--- src/rtl/assert_macros.svh ---
// assertion macros used by the rtl engine file
`ifndef ASSERT_MACROS_SVH
`define ASSERT_MACROS_SVH

`ifndef SYNTH
`define ASSERT_PROP(lbl, clk, rstn, prop) \
  lbl: assert property (@(posedge clk) disable iff (!rstn) prop) \
    else $error("property failed");
`define ASSERT_NEVER(lbl, clk, rstn, cond) \
  lbl: assert property (@(posedge clk) disable iff (!rstn) !(cond)) \
    else $error("forbidden condition seen");
`else
`define ASSERT_PROP(lbl, clk, rstn, prop)
`define ASSERT_NEVER(lbl, clk, rstn, cond)
`endif

`endif

--- src/rtl/scm_pkg.sv ---
// types and constants of the string compare block
package scm_pkg;

  localparam int INDEX_WIDTH = 16;
  localparam int OFS_WIDTH   = 16;
  localparam int IDX_OUT_W   = 16;
  localparam int EXT_WIDTH   = (INDEX_WIDTH > OFS_WIDTH) ? INDEX_WIDTH : OFS_WIDTH;
  localparam logic [INDEX_WIDTH-1:0] POS_MAX = {INDEX_WIDTH{1'b1}};

  localparam int ADDR_WIDTH = 4;
  localparam int DATA_WIDTH = 32;

  // register indexes (byte address bits [3:2])
  localparam logic [1:0] REG_MODE   = 2'd0;
  localparam logic [1:0] REG_FOLD   = 2'd1;
  localparam logic [1:0] REG_OFFSET = 2'd2;

  // compare modes
  localparam logic [2:0] MODE_LT = 3'd0;
  localparam logic [2:0] MODE_LE = 3'd1;
  localparam logic [2:0] MODE_EQ = 3'd2;
  localparam logic [2:0] MODE_NE = 3'd3;
  localparam logic [2:0] MODE_GE = 3'd4;
  localparam logic [2:0] MODE_GT = 3'd5;

  typedef struct packed {
    logic       first_pair;
    logic       a_present;
    logic [7:0] char_a;
    logic       b_present;
    logic [7:0] char_b;
  } scm_in_t;

  typedef struct packed {
    logic                 verdict;
    logic [IDX_OUT_W-1:0] decide_index;
  } scm_out_t;

  typedef struct packed {
    logic [2:0]           compare_mode;
    logic                 fold_case;
    logic [OFS_WIDTH-1:0] start_offset;
  } scm_cfg_t;

endpackage

--- src/rtl/string_compare_mismatch_core.sv ---
// String compare core: takes one character pair per item and gives at most one result
// per comparison. Sustains one item per clock cycle while the output is not stalled; an
// item's result passes from the input register through the single compare stage into the
// result register. While a result waits on a stalled output the input register holds at
// most one more item, then the input stalls. The user must write configuration through
// the apb-style port only while the block is idle; the block itself does not enforce
// this. There is no clearing pass after reset.
module string_compare_mismatch_core (
  input  logic                           clk,
  input  logic                           rst_n,
  input  logic                           in_valid,
  output logic                           in_stall,
  input  scm_pkg::scm_in_t               in_data,
  output logic                           out_valid,
  input  logic                           out_stall,
  output scm_pkg::scm_out_t              out_data,
  input  logic                           psel,
  input  logic                           penable,
  input  logic                           pwrite,
  input  logic [scm_pkg::ADDR_WIDTH-1:0] paddr,
  input  logic [scm_pkg::DATA_WIDTH-1:0] pwdata,
  output logic [scm_pkg::DATA_WIDTH-1:0] prdata,
  output logic                           pready
);
  import scm_pkg::*;

  scm_cfg_t cfg;
  scm_in_t  in_r;
  scm_out_t res, out_r;
  logic     in_vld_r, in_vld_nxt;
  logic     out_vld_r, out_vld_nxt;
  logic     out_free, go, emit, accept;

  scm_cfg_regs u_regs (
    .clk     (clk),
    .rst_n   (rst_n),
    .psel    (psel),
    .penable (penable),
    .pwrite  (pwrite),
    .paddr   (paddr),
    .pwdata  (pwdata),
    .prdata  (prdata),
    .pready  (pready),
    .cfg_o   (cfg)
  );

  scm_engine u_engine (
    .clk    (clk),
    .rst_n  (rst_n),
    .go_i   (go),
    .item_i (in_r),
    .cfg_i  (cfg),
    .emit_o (emit),
    .res_o  (res)
  );

  assign out_free = !out_vld_r || !out_stall;
  assign go       = in_vld_r && out_free;
  assign in_stall = in_vld_r && !go;
  assign accept   = in_valid && !in_stall;

  assign in_vld_nxt  = accept || (in_vld_r && !go);
  assign out_vld_nxt = (out_vld_r && out_stall) || (go && emit);

  always_ff @(posedge clk) begin
    if (!rst_n) begin
      in_vld_r  <= 1'b0;
      out_vld_r <= 1'b0;
    end else begin
      in_vld_r  <= in_vld_nxt;
      out_vld_r <= out_vld_nxt;
    end
  end

  always_ff @(posedge clk) begin
    if (accept) begin
      in_r <= in_data;
    end
    if (go && emit) begin
      out_r <= res;
    end
  end

  assign out_valid = out_vld_r;
  assign out_data  = out_r;

endmodule

--- src/rtl/scm_cfg_regs.sv ---
// configuration registers behind the apb-style port
module scm_cfg_regs (
  input  logic                         clk,
  input  logic                         rst_n,
  input  logic                         psel,
  input  logic                         penable,
  input  logic                         pwrite,
  input  logic [scm_pkg::ADDR_WIDTH-1:0] paddr,
  input  logic [scm_pkg::DATA_WIDTH-1:0] pwdata,
  output logic [scm_pkg::DATA_WIDTH-1:0] prdata,
  output logic                         pready,
  output scm_pkg::scm_cfg_t            cfg_o
);
  import scm_pkg::*;

  scm_cfg_t cfg_r, cfg_nxt;
  logic     wr_en;

  assign pready = 1'b1;
  assign wr_en  = psel && penable && pwrite;

  always_comb begin
    cfg_nxt = cfg_r;
    if (wr_en) begin
      unique case (paddr[3:2])
        REG_MODE:   cfg_nxt.compare_mode = pwdata[2:0];
        REG_FOLD:   cfg_nxt.fold_case    = pwdata[0];
        REG_OFFSET: cfg_nxt.start_offset = pwdata[OFS_WIDTH-1:0];
        default:    cfg_nxt = cfg_r;
      endcase
    end
  end

  always_ff @(posedge clk) begin
    if (!rst_n) begin
      cfg_r <= '0;
    end else begin
      cfg_r <= cfg_nxt;
    end
  end

  always_comb begin
    unique case (paddr[3:2])
      REG_MODE:   prdata = DATA_WIDTH'(cfg_r.compare_mode);
      REG_FOLD:   prdata = DATA_WIDTH'(cfg_r.fold_case);
      REG_OFFSET: prdata = DATA_WIDTH'(cfg_r.start_offset);
      default:    prdata = '0;
    endcase
  end

  assign cfg_o = cfg_r;

endmodule

--- src/rtl/scm_engine.sv ---
// per-item compare logic with position and decided state
`include "assert_macros.svh"

module scm_engine (
  input  logic              clk,
  input  logic              rst_n,
  input  logic              go_i,
  input  scm_pkg::scm_in_t  item_i,
  input  scm_pkg::scm_cfg_t cfg_i,
  output logic              emit_o,
  output scm_pkg::scm_out_t res_o
);
  import scm_pkg::*;

  logic [INDEX_WIDTH-1:0] pos_r, pos_nxt;
  logic                   decided_r, decided_nxt;
  logic [INDEX_WIDTH-1:0] pos_cur;
  logic                   decided_cur;
  logic [EXT_WIDTH-1:0]   ofs_ext;
  logic [INDEX_WIDTH-1:0] ofs_sat;
  logic [EXT_WIDTH-1:0]   pos_ext;
  logic [7:0]             a_f, b_f;
  logic                   ea, eb, lt, gt, both;
  logic                   verdict;

  function automatic logic [7:0] fold_char(input logic [7:0] c, input logic en);
    if (en && c >= 8'h41 && c <= 8'h5a) begin
      return c + 8'h20;
    end
    return c;
  endfunction

  // saturate the offset to the position range
  assign ofs_ext = EXT_WIDTH'(cfg_i.start_offset);
  assign ofs_sat = (ofs_ext > EXT_WIDTH'(POS_MAX)) ? POS_MAX : INDEX_WIDTH'(ofs_ext);

  assign pos_cur     = item_i.first_pair ? ofs_sat : pos_r;
  assign decided_cur = item_i.first_pair ? 1'b0 : decided_r;

  assign ea   = !item_i.a_present;
  assign eb   = !item_i.b_present;
  assign both = !ea && !eb;
  assign a_f  = fold_char(item_i.char_a, cfg_i.fold_case);
  assign b_f  = fold_char(item_i.char_b, cfg_i.fold_case);
  assign lt   = a_f < b_f;
  assign gt   = a_f > b_f;

  always_comb begin
    verdict = 1'b0;
    if (both) begin
      case (cfg_i.compare_mode)
        MODE_LT: verdict = lt;
        MODE_LE: verdict = !gt;
        MODE_NE: verdict = 1'b1;
        MODE_GE: verdict = !lt;
        MODE_GT: verdict = gt;
        default: verdict = 1'b0;
      endcase
    end else begin
      case (cfg_i.compare_mode)
        MODE_LT: verdict = ea && !eb;
        MODE_LE: verdict = ea;
        MODE_EQ: verdict = ea && eb;
        MODE_NE: verdict = !(ea && eb);
        MODE_GE: verdict = eb;
        MODE_GT: verdict = eb && !ea;
        default: verdict = 1'b0;
      endcase
    end
  end

  // a matching pair gives nothing, anything else decides unless already decided
  assign emit_o = !decided_cur && !(both && !lt && !gt);

  assign pos_ext            = EXT_WIDTH'(pos_cur);
  assign res_o.verdict      = verdict;
  assign res_o.decide_index = (cfg_i.compare_mode == MODE_EQ) ? '0 : IDX_OUT_W'(pos_ext);

  always_comb begin
    pos_nxt     = pos_r;
    decided_nxt = decided_r;
    if (go_i) begin
      pos_nxt     = pos_cur;
      decided_nxt = decided_cur || emit_o;
      if (!decided_cur && !emit_o && pos_cur != POS_MAX) begin
        pos_nxt = pos_cur + 1'b1;
      end
    end
  end

  always_ff @(posedge clk) begin
    if (!rst_n) begin
      pos_r     <= '0;
      decided_r <= 1'b0;
    end else begin
      pos_r     <= pos_nxt;
      decided_r <= decided_nxt;
    end
  end

  `ASSERT_PROP(a_emit_sets_decided, clk, rst_n, go_i && emit_o |=> decided_r)
  `ASSERT_NEVER(a_no_emit_when_done, clk, rst_n,
                decided_r && !item_i.first_pair && emit_o)
  `ASSERT_PROP(a_pos_monotonic, clk, rst_n,
               go_i && !item_i.first_pair |=> pos_r >= $past(pos_r))
  `ASSERT_PROP(a_start_clears, clk, rst_n,
               go_i && item_i.first_pair && !emit_o |=> !decided_r)

endmodule
--- config.mk ---
export PLATFORM = sky130hd
export DESIGN_NAME = string_compare_mismatch_core
export DESIGN_NICKNAME = d
export VERILOG_FILES = /design/src/rtl/scm_pkg.sv /design/src/rtl/string_compare_mismatch_core.sv /design/src/rtl/scm_cfg_regs.sv /design/src/rtl/scm_engine.sv
export VERILOG_INCLUDE_DIRS = /design/src /design/src/rtl
export SDC_FILE = /design/constraint.sdc
export NUM_CORES = 1
export LEC_CHECK = 0
export BUFFER_PORTS_ARGS = -buffer_cell sky130_fd_sc_hd__clkbuf_2
export CAP_MARGIN = 20
export CELL_PAD_IN_SITES_DETAIL_PLACEMENT = 0
export CELL_PAD_IN_SITES_GLOBAL_PLACEMENT = 2
export CORE_AREA = 2 2 125 115
export CTS_BUF_LIST = sky130_fd_sc_hd__clkbuf_4 sky130_fd_sc_hd__clkbuf_8
export CTS_CLUSTER_DIAMETER = 80
export DETAILED_ROUTE_END_ITERATION = 10
export DIE_AREA = 0 0 127 117
export GPL_ROUTABILITY_DRIVEN = 0
export GPL_TIMING_DRIVEN = 1
export PLACE_DENSITY = 0.81
export SLEW_MARGIN = 40
export SYNTH_ARGS = -nofsm -noshare
export SYNTH_HDL_FRONTEND = slang
export SYNTH_SLANG_ARGS = --single-unit
export TNS_END_PERCENT = 5
--- constraint.sdc ---
create_clock -name clk -period 4.8 [get_ports clk]
set_clock_uncertainty 0.2 [all_clocks]
set_input_delay 0.96 -clock clk [delete_from_list [all_inputs] [get_ports clk]]
set_output_delay 0.96 -clock clk [all_outputs]
set_load 0.01 [all_outputs]
==> qor.txt, run 1 <==
Outcome -> finished clean
GRT Total Usage -> 15.42%
Yosys reg bits -> 75
Area growth syn-to-layout -> 16.37%
Vias in the first global route -> 3539
Final antenna-violating net count -> 0
Core area -> 13650 sq um
# diodes -> 0
Max Clock Freq -> 241.5 MHz
Crit. Startpoint -> in_r[13]
Initial antenna violation count -> 0
Die ar. -> 14860 sq um
Worst-Skew Late Latency -> 0.35 ns
VDD IR-drop max -> 0.0001589 V
WP data arrival -> 4.00 ns
Remaining DRCs -> 0
HP Start -> u_engine.pos_r[10]
WP buf/inv -> 2
DRT Wirelength -> 11380 um
Root buffer cell -> clkbuf_8
Pre-CTS WS -> 0.7244 ns
Critical R2R Launch -> in_r[13]
Fin crit period -> 4.140 ns
Ys async rst share -> 0%
Worst-path maximum fanout -> 9
Length of the first detailed-routing pass in iterations -> 5
Synth unique cells -> 73
IO Port Bufs -> 78
Row count -> 41
Critical Path Source Type -> register
Setup violations, final -> 0
Largest net degree at the start of global routing -> 48
Layout cell share with drive strength beyond 1 -> 22.70%
Initial Util -> 31.93%
Syn Area/Cell -> 9.471 sq um
Longest Clk Path Bufs -> 2
Seq/Total Area, Yosys -> 42.73%
Die X -> 127 um
Hold buffer count at cts -> 0
Post-Route Setup TNS -> 0 ns
Cells after Synth -> 460
First-pass GRT wire length -> 18130 um
Post-CTS Setup Bufs -> 0
Max-slew headroom -> 50.67%
CTS tree -> yes
Max cap viols -> 0
Vias per cell -> 5.250
Die Y-Extent -> 117 um
Crit path max-delay family -> simple AND/OR/NAND/NOR gates
Worst-Margin Slew -> 0.7384 ns
Setup crit end kind -> register
Path type of the worst setup path -> reg2reg
Grt ovf -> 0
CP cell instances -> or4_1 -> o22ai_1 -> nor4_1 -> or2_2 -> ha_1 -> a21oi_1 -> o21ai_1 -> o31ai_2 -> nand3_1 -> inv_1 -> buf_4
Final worst path period share -> 86.26%
Cell Area, Synth -> 4357 sq um
Wire length per cell -> 16.14 um
DR iter-0 viols -> 200
Critical Path RT -> 4.66 ns
Worst Hold Class -> reg2reg
TritonCTS buffer count -> 9
PD cells -> 281.7 nW/um^2
Slowest cell on the critical path -> o31ai_2
Detail Placement HPWL -> 8314 um
YS warnings -> 0
Number of synthesized flops with an enable pin -> 36
Net count, final -> 601
Worst Slack Setup Final -> 0.6597 ns
Max Transition Viols Final -> 0
RSZ-0062 raised after global routing -> no
Main synth FF type -> dfxtp_1
Endpoints failing hold -> 0
Via count -> 3701
CTS resizes -> 0
Pleak -> 2.112 nW
Worst path max stage delay -> 0.55 ns
Clock sink total -> 75
I/O pin total -> 114
CTS H-tree depth -> 3
Clk slew on worst S/H paths -> 0.08 ns
layout make-up:
type | count | area (sq um)
Sequential cell | 75 | 1862
Tap cell | 172 | 215.2
Multi-Input combinational cell | 341 | 2248
Clock inverter | 5 | 100.1
Inverter | 17 | 63.81
Timing Repair Buffer | 84 | 435.4
Fill cell | 1398 | 8576
Clock buffer | 11 | 145.1
worst reg2reg max path, stage by stage, from the launching register on:
cell and delay (ns):
edfxtp_1 0.42, or4_1 0.53, o22ai_1 0.23, nor4_1 0.11, or2_2 0.29, ha_1 0.32, a21oi_1 0.17, o21ai_1 0.14
o31ai_2 0.55, nand3_1 0.25, inv_1 0.37, buf_4 0.26
final timing paths:
| kind | end | slack, ns | cells after the start |
|---|---|---|---|
| setup reg to reg | out_data[4] | 0.66 | 11 |
| hold reg to reg | u_engine.pos_r[10] | 0.30 | 2 |
| hold / removal | u_engine.pos_r[10] | 0.30 | 2 |
| setup / recovery | out_data[4] | 0.66 | 11 |
metal layers:
layer / up-vias / global-route usage [%] / part of all wire (%)
li1: 1804 / - / -
met1: 1764 / 21.92 / 50
met2: 124 / 23.73 / 43
met3: 9 / 3.091 / 5.7
met4: 0 / 4.908 / 1.1
met5: - / 0 / 0
synthesized netlist by cell type, drive strengths merged, types with 2 or more instances:
cell type  instances  area share (%)
a211oi             3            0.63
a21boi             3            0.52
a21o               2            0.34
a21oi             28             3.2
a221oi             2             1.2
a22oi              2            0.46
a311o              2            0.46
a31oi              9             1.3
a41oi              2            0.40
and2              18             2.6
and3               6            0.86
and4               2            0.40
buf               22             3.9
clkbuf            20             1.7
conb               2            0.17
dfxtp             39              18
edfxtp            36              25
ha                11             3.2
inv               17             1.5
mux2               4             1.1
mux2i             26             6.0
nand2             51             4.4
nand3             23             2.8
nand3b             5             1.2
nand4             12             2.4
nor2              34             3.0
nor2b              5            0.72
nor3               7            0.92
nor3b              2            0.34
nor4               4            0.72
nor4bb             3            0.69
o2111ai            5             1.0
o211a              2            0.46
o211ai             3            0.52
o21a               4            0.69
o21ai             16             1.9
o22ai              2            0.29
o311ai             3            0.60
o31a               2            0.40
o31ai              2            0.46
or3                3            0.43
metrics by stage:
step	std cells	instance area [sq um]	total power [mW]	util (%)	hold slack, ns
final	705	5070	1.428	37.15	0.2965
after global routing	705	5070	1.482	37.15	0.3321
after CTS	705	5062	1.440	37.10	0.2967
after detailed placement	689	4817	0.8444	35.30	0.2854
after global placement	689	4817	0.8417	35.30	0.2699
after floorplan	475	4413	0.8055	-	0.2444
cell usage in the layout (no fill, tap or decap), types with 11 or more instances in the layout:
cell type,netlist,routed
a21oi_1,28,28
and2_1,18,18
edfxtp_1,36,36
o21ai_0,13,13
conb_1,2,17
mux2i_1,26,26
dfxtp_1,39,39
inv_1,17,17
nand2_1,51,51
ha_1,11,11
nand3_1,22,22
nor2_1,33,33
clkbuf_2,0,78
logic make-up after synthesis:
group                    share of synthesized area (%)
XOR/XNOR                                        0.2011
buffers and inverters                            7.122
adder cells (fa/ha/maj)                          3.159
AO/OA/AOI/OAI                                    16.46
AND/OR/NAND/NOR                                  23.06
other                                           0.1724
multiplexers                                     7.093
flip-flops                                       42.73
power breakdown:
part | internal [mW] | total (mW) | switching, mW
clock network | 0.364 | 0.598 | 0.234
logic | 0.0458 | 0.125 | 0.0794
registers | 0.690 | 0.705 | 0.0147
total | 1.10 | 1.43 | 0.328
sequential cells by signal, summed over array words and instances, names as in the netlist:
register            flops
in_r                   19
in_vld_r                1
out_data               17
out_valid               1
u_engine.decided_r      1
u_engine.pos_r         16
u_regs.cfg_o           20
Note: power is estimated with default switching activity, not from simulation.
==> inputs of run 2 (changes only) <==
--- a/config.mk
+++ b/config.mk
@@ -16,8 +16,8 @@
 export DETAILED_ROUTE_END_ITERATION = 10
 export DIE_AREA = 0 0 127 117
 export GPL_ROUTABILITY_DRIVEN = 0
-export GPL_TIMING_DRIVEN = 1
 export PLACE_DENSITY = 0.81
+export REMOVE_ABC_BUFFERS = 1
 export SLEW_MARGIN = 40
 export SYNTH_ARGS = -nofsm -noshare
 export SYNTH_HDL_FRONTEND = slang
==> qor.txt, run 2 (same netlist as run 1, synthesis figures left out) <==
# diodes -> 0 (unchanged)
Post-Route Setup TNS -> 0 ns (unchanged)
Final antenna-violating net count -> 0 (unchanged)
Sequential fraction of design power -> 47.5% (was 49.4%)
IO Port Bufs -> 78 (unchanged)
VDD IR-drop max -> 0.0001525 V (was 0.0001589 V)
Finished Layout Cells -> 706 (was 705)
Clock sink total -> 75 (unchanged)
RSZ-0062 raised after global routing -> no (unchanged)
Critical Path RT -> 4.59 ns (was 4.66 ns)
Internal power -> 1.142 mW (was 1.100 mW)
Pleak -> 2.124 nW (was 2.112 nW)
DR iter-0 viols -> 193 (was 200)
Row count -> 41 (unchanged)
Max cap viols -> 0 (unchanged)
Initial Util -> 31.93% (unchanged)
Via count -> 3685 (was 3701)
PD cells -> 291.1 nW/um^2 (was 281.7 nW/um^2)
Max-slew headroom -> 49.36% (was 50.67%)
Detail Placement HPWL -> 8343 um (was 8314 um)
Max Transition Viols Final -> 0 (unchanged)
Worst-path maximum fanout -> 17 (was 9)
CTS H-tree depth -> 3 (unchanged)
Largest net degree at the start of global routing -> 34 (was 48)
Net count, final -> 602 (was 601)
Post-CTS Setup Bufs -> 0 (unchanged)
CTS tree -> yes (unchanged)
Final worst path period share -> 85.35% (was 86.26%)
Remaining DRCs -> 0 (unchanged)
CP cell instances -> or4_1 -> o22ai_1 -> nor4_1 -> or2_2 -> ha_1 -> a21oi_1 -> o21ai_1 -> o31ai_2 -> nand3_1 -> inv_1 (was or4_1 -> o22ai_1 -> nor4_1 -> or2_2 -> ha_1 -> a21oi_1 -> o21ai_1 -> o31ai_2 -> nand3_1 -> inv_1 -> buf_4)
Design Power -> 1.485 mW (was 1.428 mW)
Largest register FFs -> 20 (unchanged)
Critical Path Source Type -> register (unchanged)
First-pass GRT wire length -> 18180 um (was 18130 um)
Die ar. -> 14860 sq um (unchanged)
DRT Wirelength -> 11330 um (was 11380 um)
Die X -> 127 um (unchanged)
WP data arrival -> 3.89 ns (was 4.00 ns)
Final Core Density -> 37.38% (was 37.15%)
Hold slack -> 0.2857 ns (was 0.2965 ns)
Fill cell count -> 1436 (was 1398)
Outcome -> finished clean (unchanged)
Endpoints failing hold -> 0 (unchanged)
Path type of the worst setup path -> reg2reg (unchanged)
Worst-Skew Late Latency -> 0.36 ns (was 0.35 ns)
GRT Total Usage -> 15.48% (was 15.42%)
Longest Clk Path Bufs -> 2 (unchanged)
Wire length per cell -> 16.05 um (was 16.14 um)
Clk slew on worst S/H paths -> 0.08 ns (about the same)
Most frequent cells in the layout -> 78 x clkbuf_2, 51 x nand2_1, 39 x dfxtp_1 (unchanged)
Initial antenna violation count -> 0 (unchanged)
Net Sw Frac -> 23.13% (was 23.00%)
I/O pin total -> 114 (unchanged)
Vias in the first global route -> 3591 (was 3539)
Core area -> 13650 sq um (unchanged)
Hold buffer count at cts -> 0 (unchanged)
TritonCTS buffer count -> 9 (unchanged)
Die Y-Extent -> 117 um (unchanged)
Fin crit period -> 4.097 ns (was 4.140 ns)
Gate power share -> 8.3% (was 8.8%)
Root buffer cell -> clkbuf_8 (unchanged)
Grt ovf -> 0 (unchanged)
Cells after DPL -> 690 (was 689)
Setup violations, final -> 0 (unchanged)
Max Clock Freq -> 244.1 MHz (was 241.5 MHz)
Psw -> 0.3435 mW (was 0.3284 mW)
Worst-Margin Slew -> 0.7588 ns (was 0.7384 ns)
Worst path max stage delay -> 0.59 ns (was 0.55 ns)
CTS resizes -> 0 (unchanged)
Vias per cell -> 5.220 (was 5.250)
Clock share of power -> 44.2% (was 41.9%)
Layout cell share with drive strength beyond 1 -> 22.85% (was 22.70%)
Worst Hold Class -> reg2reg (unchanged)
Most common cell after layout, fill and taps aside -> clkbuf_2 (unchanged)
Setup crit end kind -> register (unchanged)
Slowest cell on the critical path -> inv_1 (was o31ai_2)
Length of the first detailed-routing pass in iterations -> 5 (unchanged)
Area growth syn-to-layout -> 17.09% (was 16.37%)
[run 2: changes by cell type in the layout (fill, tap and decap cells not counted)]
| cell | delta |
|---|---|
| bufinv_16 | +1 |
| clkinv_2 | -2 |
| buf_4 | +1 |
| clkinv_4 | +2 |
| clkbuf_8 | -1 |
[run 2: layout make-up]
class	instances	area (sq um)	area share [%]
clock buffers	10	131.4	2.575
clock inverters	6	137.6	2.698
inverters	17	63.81	1.251
multi-input cells	341	2248	44.08
flip-flops and latches	75	1862	36.50
well taps	172	215.2	4.219
repair buffers	85	442.9	8.683
[run 2: routing by layer]
layer | track usage [%] | routed length, um | up-vias
li1 | - | - | 1801
met1 | 21.35 | 5626 | 1771
met2 | 25.05 | 5020 | 102
met3 | 2.955 | 567 | 11
met4 | 4.396 | 119 | 0
met5 | 0 | 0 | -
[run 2: critical path: cells and delay by family (launching register included)]
family | cells | cell delay (ns)
compound gates | 4 | 1.10
fa+ha+maj | 1 | 0.31
buf+inv | 1 | 0.59
flops | 1 | 0.41
simple gates | 4 | 1.10
[run 2: worst paths after layout]
| kind | endpoint | startpoint | cells after the start | slack [ns] |
|---|---|---|---|---|
| max | out_data[6] | in_r[13] | 10 | 0.70 |
| min | u_regs.cfg_o[9] | u_regs.cfg_o[9] | 2 | 0.29 |
| max reg2reg | out_data[6] | in_r[13] | 10 | 0.70 |
| min reg2reg | u_regs.cfg_o[9] | u_regs.cfg_o[9] | 2 | 0.29 |
[run 2: through the flow]
stage / area (sq um) / setup slack, ns
CTS: 5094 / 0.6812
finish: 5101 / 0.7034
floorplan: 4167 / 1.384
detailed placement: 4825 / 0.7114
global route: 5101 / 0.4837
global placement: 4825 / 0.8280
[run 2: power groups by stage]
| stage | Combinational (mW) | Clock (mW) | Sequential, mW |
|---|---|---|---|
| after CTS | 0.124 | 0.669 | 0.706 |
| after detailed placement | 0.123 | 0 | 0.721 |
| after floorplan | 0.0640 | 0 | 0.723 |
| after global placement | 0.121 | 0 | 0.720 |
| final | 0.123 | 0.656 | 0.706 |
| after global routing | 0.137 | 0.697 | 0.709 |
